$ cat config.mk
export PLATFORM = sky130hd
export DESIGN_NAME = rule_contingency_table_counter
export DESIGN_NICKNAME = d
export VERILOG_FILES = /design/src/hw/rtl/rctc_pkg.sv /design/src/hw/rtl/rctc_eval.sv /design/src/hw/rtl/rctc_counts.sv /design/src/hw/rtl/rule_contingency_table_counter.sv
export SDC_FILE = /design/constraint.sdc
export NUM_CORES = 1
export LEC_CHECK = 0
export BUFFER_PORTS_ARGS = -buffer_cell sky130_fd_sc_hd__buf_4
export CORE_MARGIN = 2
export CORE_UTILIZATION = 26
export DETAILED_ROUTE_END_ITERATION = 8
export SLEW_MARGIN = 0
export SYNTH_ARGS = -nofsm -noshare
export SYNTH_HDL_FRONTEND = slang
export SYNTH_SLANG_ARGS = --single-unit
$ cat constraint.sdc
create_clock -name i_clk -period 7.11 [get_ports i_clk]
set_clock_uncertainty 0.2 [all_clocks]
set_input_delay 0.711 -clock i_clk [delete_from_list [all_inputs] [get_ports i_clk]]
set_output_delay 0.711 -clock i_clk [all_outputs]
set_load 0.02 [all_outputs]
$ cat src/hw/rtl/rctc_pkg.sv
`timescale 1ns / 1ps
// ----------------------------------------------------------------------------
// rctc_pkg
// Shared types and constants of the rule contingency table counter.
// ----------------------------------------------------------------------------
package rctc_pkg;

    localparam int MAX_PREDICATES = 8;
    localparam int VALUE_WIDTH    = 8;
    localparam int BYTE_WIDTH     = 8;
    localparam int COUNT_WIDTH    = 32;
    localparam int OUT_WIDTH      = 32;
    localparam int NUM_SLOTS      = 4;
    localparam int LEN_WIDTH      = 4;
    localparam int CFG_IDX_WIDTH  = 3;
    localparam int CFG_DATA_WIDTH = 64;

    localparam logic [COUNT_WIDTH-1:0] COUNT_MAX = {COUNT_WIDTH{1'b1}};

    localparam logic CMD_COUNT = 1'b0;
    localparam logic CMD_CLEAR = 1'b1;

    typedef enum logic [1:0] {
        SLOT_BOTH      = 2'd0,
        SLOT_CONC_ONLY = 2'd1,
        SLOT_PREM_ONLY = 2'd2,
        SLOT_NEITHER   = 2'd3
    } t_slot;

    typedef enum logic [CFG_IDX_WIDTH-1:0] {
        CFG_RULE_LENGTH        = 3'd0,
        CFG_PREMISE_VALUES     = 3'd1,
        CFG_PREMISE_NEGATED    = 3'd2,
        CFG_EXEMPT_MASK        = 3'd3,
        CFG_EXEMPT_IN_USE      = 3'd4,
        CFG_CONCLUSION_VALUE   = 3'd5,
        CFG_CONCLUSION_NEGATED = 3'd6
    } t_cfg_idx;

    typedef struct packed {
        logic [LEN_WIDTH-1:0]                       rule_length;
        logic [MAX_PREDICATES*BYTE_WIDTH-1:0]       premise_values;
        logic [MAX_PREDICATES-1:0]                  premise_negated;
        logic [MAX_PREDICATES-1:0]                  exempt_mask;
        logic                                       exempt_in_use;
        logic [BYTE_WIDTH-1:0]                      conclusion_value;
        logic                                       conclusion_negated;
    } t_cfg;

    typedef struct packed {
        logic  counted;
        t_slot slot;
    } t_eval;

    typedef logic [NUM_SLOTS-1:0][COUNT_WIDTH-1:0] t_count_arr;

endpackage

$ cat src/hw/rtl/rctc_eval.sv
`timescale 1ns / 1ps
// ----------------------------------------------------------------------------
// rctc_eval
// Evaluates the rule on one object: premise and conclusion tests, skip
// conditions, and the table slot to bump.
// ----------------------------------------------------------------------------
module rctc_eval (
    input  rctc_pkg::t_cfg                                          i_cfg,
    input  logic [rctc_pkg::MAX_PREDICATES*rctc_pkg::BYTE_WIDTH-1:0] i_object_values,
    input  logic [rctc_pkg::MAX_PREDICATES-1:0]                     i_object_present,
    input  logic [rctc_pkg::BYTE_WIDTH-1:0]                         i_conclusion_seen,
    input  logic                                                    i_conclusion_present,
    output rctc_pkg::t_eval                                         o_eval
);
    import rctc_pkg::*;

    logic [MAX_PREDICATES-1:0] w_active;
    logic [MAX_PREDICATES-1:0] w_fail;
    logic [MAX_PREDICATES-1:0] w_blocked;
    logic                      w_usable;
    logic                      w_premise;
    logic                      w_conc;

    always_comb begin
        for (int i = 0; i < MAX_PREDICATES; i++) begin
            // rule_length above the predicate count simply enables all of them
            w_active[i] = (i_cfg.rule_length > LEN_WIDTH'(i));
            w_fail[i]   = w_active[i] & i_object_present[i] &
                          ((i_object_values[i*BYTE_WIDTH +: VALUE_WIDTH] ==
                            i_cfg.premise_values[i*BYTE_WIDTH +: VALUE_WIDTH]) ==
                           i_cfg.premise_negated[i]);
            // absent attribute, or failure outside the tested subset
            w_blocked[i] = w_active[i] &
                           (~i_object_present[i] |
                            (w_fail[i] & i_cfg.exempt_in_use & ~i_cfg.exempt_mask[i]));
        end
        w_usable  = ~(|w_blocked) & i_conclusion_present;
        w_premise = ~(|w_fail);
        w_conc    = (i_conclusion_seen[VALUE_WIDTH-1:0] ==
                     i_cfg.conclusion_value[VALUE_WIDTH-1:0]) != i_cfg.conclusion_negated;

        o_eval.counted = w_usable;
        if (w_premise) begin
            o_eval.slot = w_conc ? SLOT_BOTH : SLOT_PREM_ONLY;
        end else begin
            o_eval.slot = w_conc ? SLOT_CONC_ONLY : SLOT_NEITHER;
        end
    end

endmodule

$ cat src/hw/rtl/rctc_counts.sv
`timescale 1ns / 1ps
// ----------------------------------------------------------------------------
// rctc_counts
// The four saturating table counters with a synchronous clear.
// ----------------------------------------------------------------------------
module rctc_counts (
    input  logic                 i_clk,
    input  logic                 i_rst_n,
    input  logic                 i_update,
    input  logic                 i_clear,
    input  rctc_pkg::t_eval      i_eval,
    output rctc_pkg::t_count_arr o_counts
);
    import rctc_pkg::*;

    t_count_arr r_count;
    t_count_arr n_count;

    always_comb begin
        n_count = r_count;
        if (i_update) begin
            if (i_clear) begin
                n_count = '0;
            end else if (i_eval.counted && (r_count[i_eval.slot] != COUNT_MAX)) begin
                n_count[i_eval.slot] = r_count[i_eval.slot] + COUNT_WIDTH'(1);
            end
        end
    end

    always_ff @(posedge i_clk) begin
        if (!i_rst_n) begin
            r_count <= '0;
        end else begin
            r_count <= n_count;
        end
    end

    assign o_counts = r_count;

endmodule

$ cat src/hw/rtl/rule_contingency_table_counter.sv
`timescale 1ns / 1ps
// ----------------------------------------------------------------------------
// rule_contingency_table_counter
// Path: input register, then rule evaluation and counter update into the
//   result register. Throughput: one item per cycle while the output is not
//   stalled; the input register frees as the result register is loaded, so
//   a stalled output holds two items inside.
// Reset: synchronous active low; clears config registers, counters, valids.
// ----------------------------------------------------------------------------
module rule_contingency_table_counter (
    input  logic                                                    i_clk,
    input  logic                                                    i_rst_n,
    // configuration
    input  logic                                                    i_cfg_valid,
    output logic                                                    o_cfg_ready,
    input  logic [rctc_pkg::CFG_IDX_WIDTH-1:0]                      i_cfg_index,
    input  logic [rctc_pkg::CFG_DATA_WIDTH-1:0]                     i_cfg_data,
    // input items
    input  logic                                                    i_in_valid,
    output logic                                                    o_in_ready,
    input  logic                                                    i_command,
    input  logic [rctc_pkg::MAX_PREDICATES*rctc_pkg::BYTE_WIDTH-1:0] i_object_values,
    input  logic [rctc_pkg::MAX_PREDICATES-1:0]                     i_object_present,
    input  logic [rctc_pkg::BYTE_WIDTH-1:0]                         i_conclusion_seen,
    input  logic                                                    i_conclusion_present,
    // results
    output logic                                                    o_out_valid,
    input  logic                                                    i_out_ready,
    output logic [rctc_pkg::OUT_WIDTH-1:0]                          o_count_both,
    output logic [rctc_pkg::OUT_WIDTH-1:0]                          o_count_conclusion_only,
    output logic [rctc_pkg::OUT_WIDTH-1:0]                          o_count_premise_only,
    output logic [rctc_pkg::OUT_WIDTH-1:0]                          o_count_neither,
    output logic                                                    o_object_counted
);
    import rctc_pkg::*;

    t_cfg r_cfg;

    logic                                 r_in_valid;
    logic                                 r_in_command;
    logic [MAX_PREDICATES*BYTE_WIDTH-1:0] r_in_values;
    logic [MAX_PREDICATES-1:0]            r_in_present;
    logic [BYTE_WIDTH-1:0]                r_in_conc_seen;
    logic                                 r_in_conc_present;

    logic       r_out_valid;
    logic       r_out_counted;
    logic       w_move;
    t_eval      w_eval;
    t_count_arr w_counts;

    // configuration writes
    assign o_cfg_ready = 1'b1;

    always_ff @(posedge i_clk) begin
        if (!i_rst_n) begin
            r_cfg <= '0;
        end else if (i_cfg_valid) begin
            case (t_cfg_idx'(i_cfg_index))
                CFG_RULE_LENGTH:        r_cfg.rule_length <= i_cfg_data[LEN_WIDTH-1:0];
                CFG_PREMISE_VALUES:     r_cfg.premise_values <=
                                            i_cfg_data[MAX_PREDICATES*BYTE_WIDTH-1:0];
                CFG_PREMISE_NEGATED:    r_cfg.premise_negated <=
                                            i_cfg_data[MAX_PREDICATES-1:0];
                CFG_EXEMPT_MASK:        r_cfg.exempt_mask <= i_cfg_data[MAX_PREDICATES-1:0];
                CFG_EXEMPT_IN_USE:      r_cfg.exempt_in_use <= i_cfg_data[0];
                CFG_CONCLUSION_VALUE:   r_cfg.conclusion_value <= i_cfg_data[BYTE_WIDTH-1:0];
                CFG_CONCLUSION_NEGATED: r_cfg.conclusion_negated <= i_cfg_data[0];
                default: ;
            endcase
        end
    end

    // stage hand-off: item leaves the input register when the result slot is free
    assign w_move     = r_in_valid && (!r_out_valid || i_out_ready);
    assign o_in_ready = !r_in_valid || w_move;

    always_ff @(posedge i_clk) begin
        if (!i_rst_n) begin
            r_in_valid <= 1'b0;
        end else if (o_in_ready) begin
            r_in_valid <= i_in_valid;
        end
    end

    always_ff @(posedge i_clk) begin
        if (o_in_ready && i_in_valid) begin
            r_in_command      <= i_command;
            r_in_values       <= i_object_values;
            r_in_present      <= i_object_present;
            r_in_conc_seen    <= i_conclusion_seen;
            r_in_conc_present <= i_conclusion_present;
        end
    end

    rctc_eval u_eval (
        .i_cfg                (r_cfg),
        .i_object_values      (r_in_values),
        .i_object_present     (r_in_present),
        .i_conclusion_seen    (r_in_conc_seen),
        .i_conclusion_present (r_in_conc_present),
        .o_eval               (w_eval)
    );

    // counters only change on a hand-off, so they double as the result payload
    rctc_counts u_counts (
        .i_clk    (i_clk),
        .i_rst_n  (i_rst_n),
        .i_update (w_move),
        .i_clear  (r_in_command == CMD_CLEAR),
        .i_eval   (w_eval),
        .o_counts (w_counts)
    );

    always_ff @(posedge i_clk) begin
        if (!i_rst_n) begin
            r_out_valid <= 1'b0;
        end else if (w_move) begin
            r_out_valid <= 1'b1;
        end else if (i_out_ready) begin
            r_out_valid <= 1'b0;
        end
    end

    always_ff @(posedge i_clk) begin
        if (w_move) begin
            r_out_counted <= (r_in_command == CMD_COUNT) && w_eval.counted;
        end
    end

    assign o_out_valid             = r_out_valid;
    assign o_object_counted        = r_out_counted;
    assign o_count_both            = w_counts[SLOT_BOTH][OUT_WIDTH-1:0];
    assign o_count_conclusion_only = w_counts[SLOT_CONC_ONLY][OUT_WIDTH-1:0];
    assign o_count_premise_only    = w_counts[SLOT_PREM_ONLY][OUT_WIDTH-1:0];
    assign o_count_neither         = w_counts[SLOT_NEITHER][OUT_WIDTH-1:0];

    // clear command leaves an all-zero table
    a_clear_zeroes: assert property (@(posedge i_clk) disable iff (!i_rst_n)
        (w_move && (r_in_command == CMD_CLEAR)) |=> (w_counts == '0))
        else $error("table not cleared");

    // table only moves when an item is handed to the result register
    a_counts_hold: assert property (@(posedge i_clk) disable iff (!i_rst_n)
        !w_move |=> $stable(w_counts))
        else $error("counters changed without an item");

    // input side only stalls when a result is held
    a_stall_cause: assert property (@(posedge i_clk) disable iff (!i_rst_n)
        !o_in_ready |-> (r_in_valid && r_out_valid && !i_out_ready))
        else $error("input stalled without output backpressure");

    // a skipped count object leaves the table unchanged
    a_one_step: assert property (@(posedge i_clk) disable iff (!i_rst_n)
        (w_move && (r_in_command == CMD_COUNT) && !w_eval.counted) |=> $stable(w_counts))
        else $error("skipped object changed the table");

endmodule

==> metrics.txt, run 1 <==
# TYPE chip_impl_metric gauge
chip_impl_info{name="outcome",value="complete, no violations"} 1
chip_impl_metric{name="area_share_of_the_largest_cell_type_after_synthesis",unit="%"} 31.4
chip_impl_metric{name="mapped_nets",unit=""} 1570
chip_impl_metric{name="setup_viol",unit=""} 0
chip_impl_metric{name="final_net_count",unit=""} 1834
chip_impl_metric{name="power_switching",unit="uW"} 963
chip_impl_metric{name="num_rows",unit=""} 85
chip_impl_metric{name="globalplace.congestion",unit=""} 0.932
chip_impl_metric{name="avgRoutedWirePerCell",unit="microns"} 21.3
chip_impl_metric{name="die_w",unit="microns"} 238
chip_impl_metric{name="placement.cell_area",unit="sq mm"} 0.0171
chip_impl_metric{name="pwr-share-seq",unit="%"} 45.5
chip_impl_metric{name="worst_pin_slew",unit="ns"} 1.17
chip_impl_info{name="cts.root.buffer_cell",value="sky130_fd_sc_hd__clkbuf_16"} 1
chip_impl_metric{name="grt_antenna_before_repair",unit=""} 2
chip_impl_metric{name="fillerInstances",unit=""} 5482
chip_impl_info{name="path_class",value="register to register"} 1
chip_impl_metric{name="timing.reg2reg.worst_path_depth",unit=""} 17
chip_impl_metric{name="hold_buffers",unit=""} 0
chip_impl_metric{name="core_area",unit="sq mm"} 0.0540
chip_impl_metric{name="post_synth_instance_area",unit="sq mm"} 0.0143
chip_impl_metric{name="finalSetupTns",unit="ns"} 0
chip_impl_metric{name="slew-limit-headroom",unit="%"} 22.1
chip_impl_metric{name="total_clock_buffers_created_by_cts",unit=""} 37
chip_impl_metric{name="maxCapViolations",unit=""} 0
chip_impl_info{name="post_synth_most_frequent_cells",value="sky130_fd_sc_hd__nand2_1, sky130_fd_sc_hd__dfxtp_1, sky130_fd_sc_hd__a22o_1, sky130_fd_sc_hd__a21oi_1, sky130_fd_sc_hd__edfxtp_1"} 1
chip_impl_info{name="synth.most_common_cell",value="sky130_fd_sc_hd__nand2_1"} 1
chip_impl_metric{name="worst_ir_drop_vdd",unit="V"} 0.000217
chip_impl_metric{name="critical_path_arrival",unit="ns"} 6.45
chip_impl_metric{name="syn-instance-count",unit=""} 1415
chip_impl_metric{name="timing_max_transition_violations_final",unit=""} 0
chip_impl_metric{name="synthesis.yosys.warnings",unit=""} 0
chip_impl_metric{name="clock_power_share",unit="%"} 47.6
chip_impl_info{name="synth_top_cell_by_area",value="sky130_fd_sc_hd__dfxtp_1"} 1
chip_impl_metric{name="final_area",unit="sq mm"} 0.0183
chip_impl_metric{name="fin_worst_hold_slack",unit="ns"} 0.119
chip_impl_metric{name="grt_start_max_net_pins",unit=""} 97
chip_impl_metric{name="synth_edf_count",unit=""} 83
chip_impl_metric{name="power.density",unit="mW/mm^2"} 223
chip_impl_metric{name="synth_cell_types",unit=""} 77
chip_impl_metric{name="io-pin-count",unit=""} 286
chip_impl_metric{name="final.min_clock_period",unit="ns"} 6.16
chip_impl_metric{name="finalHoldViolations",unit=""} 0
chip_impl_info{name="crit_start_category",value="register"} 1
chip_impl_info{name="tritoncts",value="done"} 1
chip_impl_metric{name="hold_depth",unit=""} 1
chip_impl_metric{name="p_total",unit="mW"} 4.09
chip_impl_metric{name="fp.dieH",unit="microns"} 238
chip_impl_metric{name="power_report.internal_total",unit="mW"} 3.13
chip_impl_metric{name="wire_length_of_the_first_global_routing_pass",unit="mm"} 77.3
chip_impl_metric{name="worstPathMaxFanout",unit=""} 21
chip_impl_info{name="min_to",value="r_in_conc_seen[4]$_DFFE_PP_"} 1
chip_impl_metric{name="cts.sink_count",unit=""} 307
chip_impl_info{name="cp-startpoint",value="r_in_values[39]$_DFFE_PP_"} 1
chip_impl_metric{name="timing.critical_path.required",unit="ns"} 7.40
chip_impl_metric{name="power_leakage",unit="nW"} 6.73
chip_impl_info{name="critPathCaptureType",value="register"} 1
chip_impl_metric{name="htree_levels",unit=""} 2
chip_impl_metric{name="stdcell_count",unit=""} 2405
chip_impl_info{name="min-delay-path-class",value="input port to register"} 1
chip_impl_info{name="timing.hold.worst.start",value="i_conclusion_seen[4]"} 1
chip_impl_metric{name="first_global_vias",unit=""} 12500
chip_impl_metric{name="die_area",unit="sq mm"} 0.0567
chip_impl_metric{name="power.share.combinational",unit="%"} 6.9
chip_impl_metric{name="io_buffers",unit=""} 284
chip_impl_metric{name="dpl.cell_count",unit=""} 2336
chip_impl_metric{name="switching_share",unit="%"} 23.5
chip_impl_metric{name="grt.overflow.total",unit=""} 0
chip_impl_metric{name="drive_above_1_share",unit="%"} 24.8
chip_impl_info{name="synth.area.top_cells",value="sky130_fd_sc_hd__dfxtp_1, sky130_fd_sc_hd__edfxtp_1, sky130_fd_sc_hd__a22o_1"} 1
chip_impl_metric{name="fmax",unit="MHz"} 162
chip_impl_metric{name="initial_utilization",unit="%"} 26.4
chip_impl_metric{name="route.detailed.vias_per_inst",unit=""} 5.23
chip_impl_metric{name="syn_area_per_cell",unit="sq um"} 10.1
chip_impl_metric{name="r2r_slack",unit="ns"} 0.95
chip_impl_metric{name="yosys_register_bits",unit=""} 307
chip_impl_metric{name="clk_latency",unit="ns"} 0.56
chip_impl_metric{name="syn_to_final_growth",unit="%"} 28.7
chip_impl_metric{name="dpl.hpwl",unit="mm"} 36.9
chip_impl_info{name="grt_setup_unrepaired",value="no"} 1
chip_impl_metric{name="drtIter0Drc",unit=""} 1153
chip_impl_metric{name="count_of_nets_left_with_antenna_violations_after_detail_routing",unit=""} 0
chip_impl_metric{name="vias",unit=""} 12600
chip_impl_metric{name="post_cts.repair.setup_buffers",unit=""} 0
chip_impl_info{name="reg2reg_from",value="r_in_values[39]$_DFFE_PP_"} 1
chip_impl_info{name="critical_path.reg2reg.endpoint",value="u_counts.o_counts[125]$_SDFFE_PN0P_"} 1
chip_impl_metric{name="synth-async-reset-ratio",unit="%"} 0
chip_impl_info{name="synth-main-ff-cell",value="sky130_fd_sc_hd__dfxtp_1"} 1
chip_impl_metric{name="worst_setup_hold_path_clk_slew",unit="ns"} 0.06
chip_impl_metric{name="drt_first_pass_iters",unit=""} 6
chip_impl_metric{name="grt_usage",unit="%"} 17.7
chip_impl_metric{name="fin_crit_sh",unit="%"} 86.6
chip_impl_metric{name="part_of_the_yosys_area_used_for_sequential_elements",unit="%"} 48.9
chip_impl_metric{name="post_cts.resized_instances",unit=""} 0
chip_impl_metric{name="max-clock-path-buffers",unit=""} 3
chip_impl_metric{name="detail_route.drc_violations",unit=""} 0
chip_impl_metric{name="drt-total-wl",unit="mm"} 51.3
## state kept, by name, summed over array words and instances (netlist names)
signal and flops:
r_cfg 94, r_in_valid 1, r_in_conc_seen 8, o_out_valid 1, r_in_values 64, r_in_present 8
r_in_command 1, u_counts.o_counts 128, o_object_counted 1, r_in_conc_present 1
## layout by cell type (no fill, tap or decap), types with 4 or more instances in the layout
cell type,instances
sky130_fd_sc_hd__buf_4,300
sky130_fd_sc_hd__dfxtp_1,224
sky130_fd_sc_hd__nand2_1,223
sky130_fd_sc_hd__a22o_1,124
sky130_fd_sc_hd__a21oi_1,103
sky130_fd_sc_hd__edfxtp_1,83
sky130_fd_sc_hd__xnor2_1,82
sky130_fd_sc_hd__nor2_1,76
sky130_fd_sc_hd__nand4_1,48
sky130_fd_sc_hd__mux2i_1,46
sky130_fd_sc_hd__clkbuf_16,39
sky130_fd_sc_hd__nand3_1,35
sky130_fd_sc_hd__and3_1,32
sky130_fd_sc_hd__nor3_1,30
sky130_fd_sc_hd__mux4_2,27
sky130_fd_sc_hd__xor2_1,26
sky130_fd_sc_hd__o21ai_0,23
sky130_fd_sc_hd__inv_1,10
sky130_fd_sc_hd__nor2b_1,9
sky130_fd_sc_hd__nor4_1,8
sky130_fd_sc_hd__nand2b_1,8
sky130_fd_sc_hd__mux2_2,8
sky130_fd_sc_hd__a31oi_1,7
sky130_fd_sc_hd__and2_1,6
sky130_fd_sc_hd__and4_1,6
sky130_fd_sc_hd__or3_1,5
sky130_fd_sc_hd__a31o_2,5
sky130_fd_sc_hd__clkinv_2,5
sky130_fd_sc_hd__clkbuf_8,5
sky130_fd_sc_hd__clkbuf_1,5
sky130_fd_sc_hd__o21a_1,4
sky130_fd_sc_hd__nor3b_1,4
sky130_fd_sc_hd__nor3_2,4
sky130_fd_sc_hd__a32o_1,4
sky130_fd_sc_hd__clkinv_1,4
## worst max-delay path by stage
stage                                               end  cells past startpoint
floorplan            u_counts.o_counts[68]$_SDFFE_PN0P_                     20
global placement    u_counts.o_counts[121]$_SDFFE_PN0P_                     17
detailed placement   u_counts.o_counts[90]$_SDFFE_PN0P_                     17
CTS                  u_counts.o_counts[90]$_SDFFE_PN0P_                     17
global route        u_counts.o_counts[116]$_SDFFE_PN0P_                     17
finish              u_counts.o_counts[125]$_SDFFE_PN0P_                     17
## area by class of cell
cell class	instances	area, sq um	area share, %
Sequential cell	307	6980	38.0
Inverter	11	43.8	0.239
Clock inverter	19	206	1.13
Antenna cell	1	2.50	0.0136
Clock buffer	49	1060	5.80
Tap cell	696	871	4.75
Multi-Input combinational cell	1022	6930	37.8
Timing Repair Buffer	300	2250	12.3
## power by group through the flow
stage | Combinational [mW] | Clock, mW | Sequential (mW)
global route | 0.302 | 2.06 | 1.87
CTS | 0.282 | 1.99 | 1.86
detailed placement | 0.281 | 0 | 1.90
global placement | 0.276 | 0 | 1.90
floorplan | 0.155 | 0 | 1.90
finish | 0.281 | 1.95 | 1.86
## worst max-delay path, cell delays in order, from the launching register on
cell,delay [ns]
sky130_fd_sc_hd__edfxtp_1,0.38
sky130_fd_sc_hd__xor2_1,0.15
sky130_fd_sc_hd__nor4_1,0.37
sky130_fd_sc_hd__a21o_1,0.19
sky130_fd_sc_hd__a21oi_1,0.11
sky130_fd_sc_hd__a2111oi_4,0.77
sky130_fd_sc_hd__nand2_8,0.26
sky130_fd_sc_hd__mux4_2,0.43
sky130_fd_sc_hd__ha_1,0.63
sky130_fd_sc_hd__nand3_1,0.14
sky130_fd_sc_hd__or4_1,0.46
sky130_fd_sc_hd__nor2_1,0.11
sky130_fd_sc_hd__o21bai_1,0.08
sky130_fd_sc_hd__mux2i_1,0.17
sky130_fd_sc_hd__or4_4,0.28
sky130_fd_sc_hd__o21a_1,0.77
sky130_fd_sc_hd__buf_4,0.39
sky130_fd_sc_hd__a22o_1,0.18
## routing by layer
metal / vias to the layer above / track usage [%] / routed length, microns
li1: 5772 / - / -
met1: 6029 / 22.1 / 20700
met2: 663 / 28.9 / 23600
met3: 119 / 4.71 / 4960
met4: 4 / 7.08 / 2030
met5: - / 0 / 25
## cell families after synthesis
kind of cell	share of synthesized area [%]
XOR/XNOR	6.63
AO/OA/AOI/OAI	15.7
adder cells (fa/ha/maj)	0.0877
AND/OR/NAND/NOR	17.9
buffers and inverters	2.63
multiplexers	8.13
flip-flops	48.9
other	0.0263
## stage by stage
stage	worst slack [ns]	utilization [%]
2_1_floorplan	2.11	-
3_3_place_gp	1.11	31.6
3_5_place_dp	1.03	31.6
4_1_cts	0.982	34.0
5_1_grt	0.591	34.0
6_report	0.952	34.0
(Power assumes the default switching activity.)
==> inputs of run 2 (changes only) <==
Settings changed: ABC_AREA from default to 1, CORE_UTILIZATION 26 to 55, PLACE_DENSITY from default to 0.79.
==> metrics.txt, run 2 <==
# TYPE chip_impl_metric gauge
chip_impl_info{name="outcome",value="complete, no violations"} 1
chip_impl_metric{name="post_cts.resized_instances",unit=""} 0
chip_impl_metric{name="fin_crit_sh",unit="%"} 71.8
chip_impl_metric{name="finalHoldViolations",unit=""} 0
chip_impl_metric{name="initial_utilization",unit="%"} 55.7
chip_impl_metric{name="hold_buffers",unit=""} 0
chip_impl_metric{name="die_w",unit="microns"} 172
chip_impl_metric{name="worst_ir_drop_vdd",unit="V"} 0.000247
chip_impl_metric{name="syn_area_per_cell",unit="sq um"} 7.26
chip_impl_metric{name="finalSetupTns",unit="ns"} 0
chip_impl_metric{name="clk_latency",unit="ns"} 0.59
chip_impl_metric{name="power.density",unit="mW/mm^2"} 225
chip_impl_metric{name="synth_cell_types",unit=""} 36
chip_impl_info{name="synth_top_cell_by_area",value="sky130_fd_sc_hd__dfxtp_1"} 1
chip_impl_metric{name="globalRouteMet2Util",unit="%"} 51.8
chip_impl_metric{name="timing_max_transition_violations_final",unit=""} 0
chip_impl_info{name="crit_start_category",value="register"} 1
chip_impl_metric{name="die_area",unit="sq mm"} 0.0295
chip_impl_info{name="busiest_layer",value="met2"} 1
chip_impl_metric{name="hold_depth",unit=""} 1
chip_impl_metric{name="met3_usage",unit="%"} 5.80
chip_impl_metric{name="total_clock_buffers_created_by_cts",unit=""} 31
chip_impl_metric{name="fp.dieH",unit="microns"} 172
chip_impl_metric{name="final_net_count",unit=""} 2501
chip_impl_metric{name="core_area",unit="sq mm"} 0.0278
chip_impl_metric{name="syn-instance-count",unit=""} 2133
chip_impl_metric{name="synth-async-reset-ratio",unit="%"} 0
chip_impl_metric{name="final.min_clock_period",unit="ns"} 5.11
chip_impl_metric{name="part_of_the_yosys_area_used_for_sequential_elements",unit="%"} 45.1
chip_impl_metric{name="grt_start_max_net_pins",unit=""} 94
chip_impl_metric{name="final_critical_path_setup_slack",unit="ns"} 2.00
chip_impl_metric{name="cts.sink_count",unit=""} 307
chip_impl_metric{name="slew-limit-headroom",unit="%"} 28.4
chip_impl_info{name="post_synth_most_frequent_cells",value="sky130_fd_sc_hd__nand2_1, sky130_fd_sc_hd__nor2_1, sky130_fd_sc_hd__dfxtp_1, sky130_fd_sc_hd__inv_1, sky130_fd_sc_hd__a21oi_1"} 1
chip_impl_metric{name="max-clock-path-buffers",unit=""} 3
chip_impl_metric{name="post_synth_instance_area",unit="sq mm"} 0.0155
chip_impl_metric{name="drt-total-wl",unit="mm"} 46.4
chip_impl_metric{name="vias",unit=""} 15200
chip_impl_metric{name="syn_to_final_growth",unit="%"} 20.0
chip_impl_metric{name="drtIter0Drc",unit=""} 1697
chip_impl_metric{name="largest_register_ffs",unit=""} 128
chip_impl_metric{name="worst_pin_slew",unit="ns"} 1.07
chip_impl_metric{name="htree_levels",unit=""} 1
chip_impl_metric{name="drt_first_pass_iters",unit=""} 6
chip_impl_info{name="grt_setup_unrepaired",value="no"} 1
chip_impl_metric{name="power_leakage",unit="nW"} 7.62
chip_impl_metric{name="register_area",unit="sq mm"} 0.00698
chip_impl_metric{name="dpl.hpwl",unit="mm"} 31.0
chip_impl_metric{name="detail_route.drc_violations",unit=""} 0
chip_impl_metric{name="post_cts.repair.setup_buffers",unit=""} 0
chip_impl_metric{name="yosys_register_bits",unit=""} 307
chip_impl_metric{name="io_buffers",unit=""} 284
chip_impl_metric{name="synth_edf_count",unit=""} 83
chip_impl_metric{name="timing.reg2reg.worst_path_depth",unit=""} 25
chip_impl_metric{name="area_share_of_the_largest_cell_type_after_synthesis",unit="%"} 29.0
chip_impl_info{name="min-delay-path-class",value="input port to register"} 1
chip_impl_info{name="synth.most_common_cell",value="sky130_fd_sc_hd__nand2_1"} 1
chip_impl_metric{name="fillerInstances",unit=""} 2405
chip_impl_metric{name="wire_length_of_the_first_global_routing_pass",unit="mm"} 72.7
chip_impl_metric{name="drive_above_1_share",unit="%"} 16.4
chip_impl_metric{name="avgRoutedWirePerCell",unit="microns"} 16.9
chip_impl_info{name="synth-main-ff-cell",value="sky130_fd_sc_hd__dfxtp_1"} 1
chip_impl_metric{name="mapped_nets",unit=""} 2288
chip_impl_info{name="tritoncts",value="done"} 1
chip_impl_metric{name="multi_input_area",unit="sq mm"} 0.00704
chip_impl_info{name="mostFrequentLayoutCells",value="sky130_fd_sc_hd__nand2_1, sky130_fd_sc_hd__buf_4, sky130_fd_sc_hd__nor2_1"} 1
chip_impl_info{name="path_class",value="register to register"} 1
chip_impl_metric{name="global_route.usage.met1",unit="%"} 37.9
chip_impl_metric{name="synthesis.yosys.warnings",unit=""} 0
chip_impl_metric{name="worstPathMaxFanout",unit=""} 62
chip_impl_metric{name="route.detailed.vias_per_inst",unit=""} 5.54
chip_impl_metric{name="maxCapViolations",unit=""} 0
chip_impl_metric{name="num_rows",unit=""} 61
chip_impl_metric{name="grt.overflow.total",unit=""} 0
chip_impl_metric{name="post_layout_utilization_of_the_core",unit="%"} 66.9
chip_impl_metric{name="setup_viol",unit=""} 0
chip_impl_metric{name="grt_antenna_before_repair",unit=""} 1
chip_impl_metric{name="worst_setup_hold_path_clk_slew",unit="ns"} 0.06
chip_impl_metric{name="grt_usage",unit="%"} 30.7
chip_impl_metric{name="timing.critical_path.required",unit="ns"} 7.41
chip_impl_info{name="cts.root.buffer_cell",value="sky130_fd_sc_hd__clkbuf_16"} 1
chip_impl_metric{name="preCtsSetupSlack",unit="ns"} 2.15
chip_impl_metric{name="fmax",unit="MHz"} 196
chip_impl_info{name="critPathCaptureType",value="register"} 1
chip_impl_info{name="synth.area.top_cells",value="sky130_fd_sc_hd__dfxtp_1, sky130_fd_sc_hd__edfxtp_1, sky130_fd_sc_hd__nand2_1"} 1
chip_impl_metric{name="globalplace.congestion",unit=""} 0.977
chip_impl_metric{name="first_global_vias",unit=""} 14300
chip_impl_info{name="leading_cell_type_in_the_layout_fill_and_taps_excluded",value="sky130_fd_sc_hd__nand2_1"} 1
chip_impl_metric{name="critical_path_arrival",unit="ns"} 5.41
chip_impl_metric{name="io-pin-count",unit=""} 286
chip_impl_metric{name="count_of_nets_left_with_antenna_violations_after_detail_routing",unit=""} 0
run 2: cell types whose count changed after synthesis, sizes merged, moves of 46 or more:
cell / delta
inv: +212
nand4: +99
a21oi: +76
nor2: +203
a22o: -124
nand3: +75
mux2i: -46
nand2: +336
o21ai: +78
run 2: worst max-delay path, stage by stage, from the launching register on:
cell and delay [ns]:
sky130_fd_sc_hd__edfxtp_1 0.38, sky130_fd_sc_hd__inv_1 0.07, sky130_fd_sc_hd__nand2_1 0.05, sky130_fd_sc_hd__nand2_1 0.05
sky130_fd_sc_hd__nand2_1 0.11, sky130_fd_sc_hd__nor2_1 0.14, sky130_fd_sc_hd__nand3_1 0.15, sky130_fd_sc_hd__nand3_1 0.13
sky130_fd_sc_hd__nand2_1 0.10, sky130_fd_sc_hd__nor2_4 0.15, sky130_fd_sc_hd__buf_4 0.57, sky130_fd_sc_hd__nand3_1 0.15
sky130_fd_sc_hd__nand2_1 0.12, sky130_fd_sc_hd__nand2_1 0.06, sky130_fd_sc_hd__nand2_1 0.15, sky130_fd_sc_hd__ha_1 0.20
sky130_fd_sc_hd__nand3_1 0.11, sky130_fd_sc_hd__nor2_1 0.19, sky130_fd_sc_hd__nand3_2 0.21, sky130_fd_sc_hd__nor2_4 0.24
sky130_fd_sc_hd__nand2_1 0.09, sky130_fd_sc_hd__nand2_1 0.14, sky130_fd_sc_hd__nand2_4 0.33, sky130_fd_sc_hd__nand3_4 0.52
sky130_fd_sc_hd__nand2_1 0.14, sky130_fd_sc_hd__a21oi_1 0.19
run 2: per-stage QoR:
step           std cells  hold slack (ns)  total power [mW]  area, sq um
6_report            2750           0.0991              4.19        18600
3_5_place_dp        2691            0.247              2.60        17600
2_1_floorplan       2133            0.224              2.40        15500
5_1_grt             2749           0.0824              4.34        18600
3_3_place_gp        2691            0.234              2.59        17600
4_1_cts             2749           0.0819              4.19        18600
run 2: power breakdown:
group	switching [mW]	total, mW	internal [mW]	leakage, nW
sequential	0.0323	1.89	1.85	2.62
clock	0.698	1.61	0.911	0.476
combinational	0.475	0.692	0.218	4.52
run 2: kinds of logic (layout without fill, tap and decap cells):
kind of cell / after synthesis / count (layout) / synth area share, %
flip-flops: 307 / 307 / 45.1
other: 1 / 2 / 0.0242
AND/OR/NAND/NOR: 1124 / 1124 / 32.0
buffers and inverters: 347 / 585 / 9.62
adder cells (fa/ha/maj): 1 / 1 / 0.0808
XOR/XNOR: 65 / 65 / 3.80
AO/OA/AOI/OAI: 288 / 288 / 9.41
run 2: final timing paths:
check        slack (ns)                                   to                       from
max                2.00  u_counts.o_counts[110]$_SDFFE_PN0P_  r_in_values[25]$_DFFE_PP_
min                 0.1            r_in_present[3]$_DFFE_PP_        i_object_present[3]
max reg2reg        2.00  u_counts.o_counts[110]$_SDFFE_PN0P_  r_in_values[25]$_DFFE_PP_
min reg2reg        0.25               r_cfg[11]$_SDFFE_PN0P_     r_cfg[11]$_SDFFE_PN0P_
run 2: area by class of cell:
class	count	share of cell area (%)
clock inverter	7	0.404
sequential	307	37.5
timing repair buffer	299	12.1
clock buffer	51	4.91
inverter	228	4.62
antenna	1	0.0135
multi-input combinational	1479	37.9
tap	378	2.55
run 2: layer usage:
| layer | part of all wire, % | wire, microns |
|---|---|---|
| met3 | 8.6 | 3990 |
| met5 | 0 | 0 |
| met2 | 47 | 21600 |
| met1 | 40 | 18400 |
| met4 | 5.2 | 2410 |
==> inputs of run 3 (changes only) <==
Settings changed: ABC_AREA 1 to 0, PLACE_DENSITY 0.79 to 0.8.
Clock period 7.11 ns to 4.81 ns, I/O delays scaled along.
==> metrics.txt, run 3 (same netlist as run 1, synthesis figures left out) <==
# TYPE chip_impl_metric gauge
chip_impl_metric{name="clk_latency",unit="ns"} 0.59
chip_impl_metric{name="critical_path_arrival",unit="ns"} 5.21
chip_impl_metric{name="timing_max_transition_violations_final",unit=""} 0
chip_impl_metric{name="crit_buf_inv",unit=""} 3
chip_impl_metric{name="drt-total-wl",unit="mm"} 54.9
chip_impl_info{name="outcome",value="finished with violations"} 1
chip_impl_metric{name="timing.critical_path.required",unit="ns"} 5.11
chip_impl_metric{name="wl_met2",unit="mm"} 26.1
chip_impl_metric{name="stdcell_count",unit=""} 2216
chip_impl_metric{name="syn_to_final_growth",unit="%"} 38.4
chip_impl_info{name="path_class",value="register to register"} 1
chip_impl_metric{name="grt_antenna_before_repair",unit=""} 0
chip_impl_info{name="reg2reg_from",value="r_in_values[44]$_DFFE_PP_"} 1
chip_impl_metric{name="globalplace.congestion",unit=""} 0.953
chip_impl_metric{name="dpl.hpwl",unit="mm"} 32.6
chip_impl_info{name="critical-path-slowest-cell",value="sky130_fd_sc_hd__mux4_2"} 1
chip_impl_metric{name="grt_usage",unit="%"} 38.6
chip_impl_info{name="violations",value="negative setup slack"} 1
chip_impl_metric{name="worst_pin_slew",unit="ns"} 0.890
chip_impl_info{name="cts.root.buffer_cell",value="sky130_fd_sc_hd__clkbuf_16"} 1
chip_impl_metric{name="initial_utilization",unit="%"} 56.3
chip_impl_metric{name="power_leakage",unit="nW"} 7.53
chip_impl_metric{name="finalSetupTns",unit="ns"} -5.34
chip_impl_metric{name="post_layout_utilization_of_the_core",unit="%"} 77.9
chip_impl_metric{name="grt_start_max_net_pins",unit=""} 77
chip_impl_metric{name="count_of_nets_left_with_antenna_violations_after_detail_routing",unit=""} 0
chip_impl_info{name="min-delay-path-class",value="input port to register"} 1
chip_impl_metric{name="dpl.cell_count",unit=""} 1999
chip_impl_info{name="grt_setup_unrepaired",value="yes"} 1
chip_impl_metric{name="final_critical_path_setup_slack",unit="ns"} -0.102
chip_impl_metric{name="detail_route.drc_violations",unit=""} 0
chip_impl_metric{name="first_global_vias",unit=""} 13900
chip_impl_info{name="critical_path.reg2reg.endpoint",value="u_counts.o_counts[49]$_SDFFE_PN0P_"} 1
chip_impl_metric{name="r2r_slack",unit="ns"} -0.10
chip_impl_metric{name="die_area",unit="sq mm"} 0.0272
chip_impl_metric{name="route.detailed.vias_per_inst",unit=""} 6.51
chip_impl_metric{name="wire_length_of_the_first_global_routing_pass",unit="mm"} 80.1
chip_impl_info{name="leading_cell_type_in_the_layout_fill_and_taps_excluded",value="sky130_fd_sc_hd__buf_4"} 1
chip_impl_info{name="mostFrequentLayoutCells",value="sky130_fd_sc_hd__buf_4, sky130_fd_sc_hd__dfxtp_1, sky130_fd_sc_hd__nand2_1"} 1
chip_impl_metric{name="fp.dieH",unit="microns"} 165
chip_impl_metric{name="drt_first_pass_iters",unit=""} 8
chip_impl_metric{name="largest_register_ffs",unit=""} 128
chip_impl_metric{name="placement.cell_area",unit="sq mm"} 0.0169
chip_impl_metric{name="fin_crit_sh",unit="%"} 102
chip_impl_metric{name="finalHoldViolations",unit=""} 0
chip_impl_metric{name="grt.overflow.total",unit=""} 0
chip_impl_metric{name="worst_setup_hold_path_clk_slew",unit="ns"} 0.07
chip_impl_metric{name="wirelength_met1",unit="mm"} 19.2
chip_impl_metric{name="preCtsSetupSlack",unit="ns"} -0.0514
chip_impl_info{name="highest_layer",value="met4"} 1
chip_impl_info{name="tritoncts",value="done"} 1
chip_impl_info{name="critPathCaptureType",value="register"} 1
chip_impl_info{name="worstPathCellList",value="xor2_2 > nor4_2 > a21oi_1 > or4b_1 > o2111a_2 > nand2_8 > mux4_2 > ha_4 > and3_4 > nand3_2 > nor3_1 > o21bai_1 > mux2i_1 > or4_4 > buf_6 > nor3_4 > buf_6 > buf_8 > a22o_1"} 1
chip_impl_metric{name="timing.reg2reg.worst_path_depth",unit=""} 19
chip_impl_metric{name="cts.sink_count",unit=""} 307
chip_impl_metric{name="detailroute.wirelength.met3",unit="mm"} 6.20
chip_impl_metric{name="final_area",unit="sq mm"} 0.0197
chip_impl_info{name="worst_path_most_repeated_cell",value="sky130_fd_sc_hd__buf_6"} 1
chip_impl_metric{name="num_rows",unit=""} 58
chip_impl_metric{name="max-clock-path-buffers",unit=""} 3
chip_impl_metric{name="final_net_count",unit=""} 2016
chip_impl_metric{name="drtIter0Drc",unit=""} 2106
chip_impl_info{name="worst_path_dominant_cell_family",value="simple AND/OR/NAND/NOR gates"} 1
chip_impl_metric{name="power.density",unit="mW/mm^2"} 294
chip_impl_metric{name="fillerInstances",unit=""} 1519
chip_impl_metric{name="worst_ir_drop_vdd",unit="V"} 0.000431
chip_impl_metric{name="final.min_clock_period",unit="ns"} 4.91
chip_impl_metric{name="total_clock_buffers_created_by_cts",unit=""} 31
chip_impl_metric{name="drive_above_1_share",unit="%"} 25.1
chip_impl_metric{name="maxCapViolations",unit=""} 0
chip_impl_metric{name="htree_levels",unit=""} 1
chip_impl_metric{name="core_area",unit="sq mm"} 0.0253
chip_impl_metric{name="crit_path_largest_cell_delay",unit="ns"} 0.54
chip_impl_metric{name="antenna_cells_inserted",unit=""} 0
chip_impl_info{name="timing.hold.worst.start",value="i_cfg_data[0]"} 1
chip_impl_metric{name="fmax",unit="MHz"} 204
chip_impl_metric{name="slew-limit-headroom",unit="%"} 40.0
chip_impl_metric{name="avgRoutedWirePerCell",unit="microns"} 24.8
chip_impl_metric{name="die_w",unit="microns"} 165
chip_impl_metric{name="setup_viol",unit=""} 123
chip_impl_metric{name="vias",unit=""} 14400
chip_impl_metric{name="worstPathMaxFanout",unit=""} 6
chip_impl_info{name="crit_start_category",value="register"} 1
chip_impl_metric{name="io_buffers",unit=""} 284
chip_impl_metric{name="hold_depth",unit=""} 3
chip_impl_info{name="min_to",value="r_cfg[18]$_SDFFE_PN0P_"} 1
chip_impl_metric{name="io-pin-count",unit=""} 286
run 3: cell types whose count changed in the layout (fill, tap and decap cells not counted), moves of 75 or more:
cell,before,now
sky130_fd_sc_hd__nand2_1,558,223
sky130_fd_sc_hd__inv_1,209,10
sky130_fd_sc_hd__nor2_1,259,75
sky130_fd_sc_hd__dlygate4sd3_1,0,145
sky130_fd_sc_hd__a22o_1,0,124
sky130_fd_sc_hd__nand4_1,147,48
sky130_fd_sc_hd__o21ai_0,101,22
sky130_fd_sc_hd__a21oi_1,178,103
run 3: layout make-up:
class                      count  area (sq um)  area share [%]
clock buffer                  40           850            4.31
clock inverter                18           189           0.957
inverter                      11          42.5           0.216
multi-input combinational   1022          7040            35.7
sequential                   307          6980            35.4
tap                          330           413            2.09
timing repair buffer         488          4230            21.4
run 3: power by group:
part	internal [mW]	total, mW	switching, mW
clock network	1.41	2.48	1.07
registers	2.72	2.76	0.0440
logic	0.277	0.567	0.290
total	4.41	5.81	1.40
run 3: how the worst max path moves through the flow:
stage | cells after the start | endpoint | slack (ns) | start
6_report | 19 | u_counts.o_counts[49]$_SDFFE_PN0P_ | -0.10 | r_in_values[44]$_DFFE_PP_
5_1_grt | 18 | u_counts.o_counts[77]$_SDFFE_PN0P_ | -0.15 | r_in_values[44]$_DFFE_PP_
4_1_cts | 20 | u_counts.o_counts[39]$_SDFFE_PN0P_ | -0.02 | r_in_values[38]$_DFFE_PP_
3_5_place_dp | 20 | u_counts.o_counts[33]$_SDFFE_PN0P_ | -0.05 | r_in_values[39]$_DFFE_PP_
3_3_place_gp | 20 | u_counts.o_counts[97]$_SDFFE_PN0P_ | 0.02 | r_in_values[39]$_DFFE_PP_
2_1_floorplan | 20 | u_counts.o_counts[68]$_SDFFE_PN0P_ | 0.02 | r_in_values[46]$_DFFE_PP_
run 3: layer usage:
metal  global-route usage, %  up-vias
met5                       0        -
met4                    18.5        0
met3                    6.15      270
met2                    66.3     1220
met1                    47.4     6817
li1                        -     6114
run 3: per-stage QoR:
step / hold WS, ns / total power, mW
floorplan: 0.231 / 3.04
global placement: 0.238 / 3.22
detailed placement: 0.245 / 3.23
CTS: 0.00377 / 5.71
global route: 0.0133 / 5.93
finish: 0.0150 / 5.81
run 3: what timing repair did:
action	CTS	global route
gates resized for setup	2	47
hold buffers	145	0
gates cloned	0	4
pin swaps	0	24
buffers inserted	0	11
hold endpoints to repair	154	0
endpoints found under the setup margin	111	128
run 3: worst register-to-register path: stages (launching register included):
cell	delay, ns
sky130_fd_sc_hd__edfxtp_1	0.44
sky130_fd_sc_hd__xor2_2	0.21
sky130_fd_sc_hd__nor4_2	0.37
sky130_fd_sc_hd__a21oi_1	0.15
sky130_fd_sc_hd__or4b_1	0.48
sky130_fd_sc_hd__o2111a_2	0.21
sky130_fd_sc_hd__nand2_8	0.11
sky130_fd_sc_hd__mux4_2	0.55
sky130_fd_sc_hd__ha_4	0.21
sky130_fd_sc_hd__and3_4	0.19
sky130_fd_sc_hd__nand3_2	0.06
sky130_fd_sc_hd__nor3_1	0.04
sky130_fd_sc_hd__o21bai_1	0.17
sky130_fd_sc_hd__mux2i_1	0.12
sky130_fd_sc_hd__or4_4	0.50
sky130_fd_sc_hd__buf_6	0.16
sky130_fd_sc_hd__nor3_4	0.16
sky130_fd_sc_hd__buf_6	0.17
sky130_fd_sc_hd__buf_8	0.14
sky130_fd_sc_hd__a22o_1	0.18
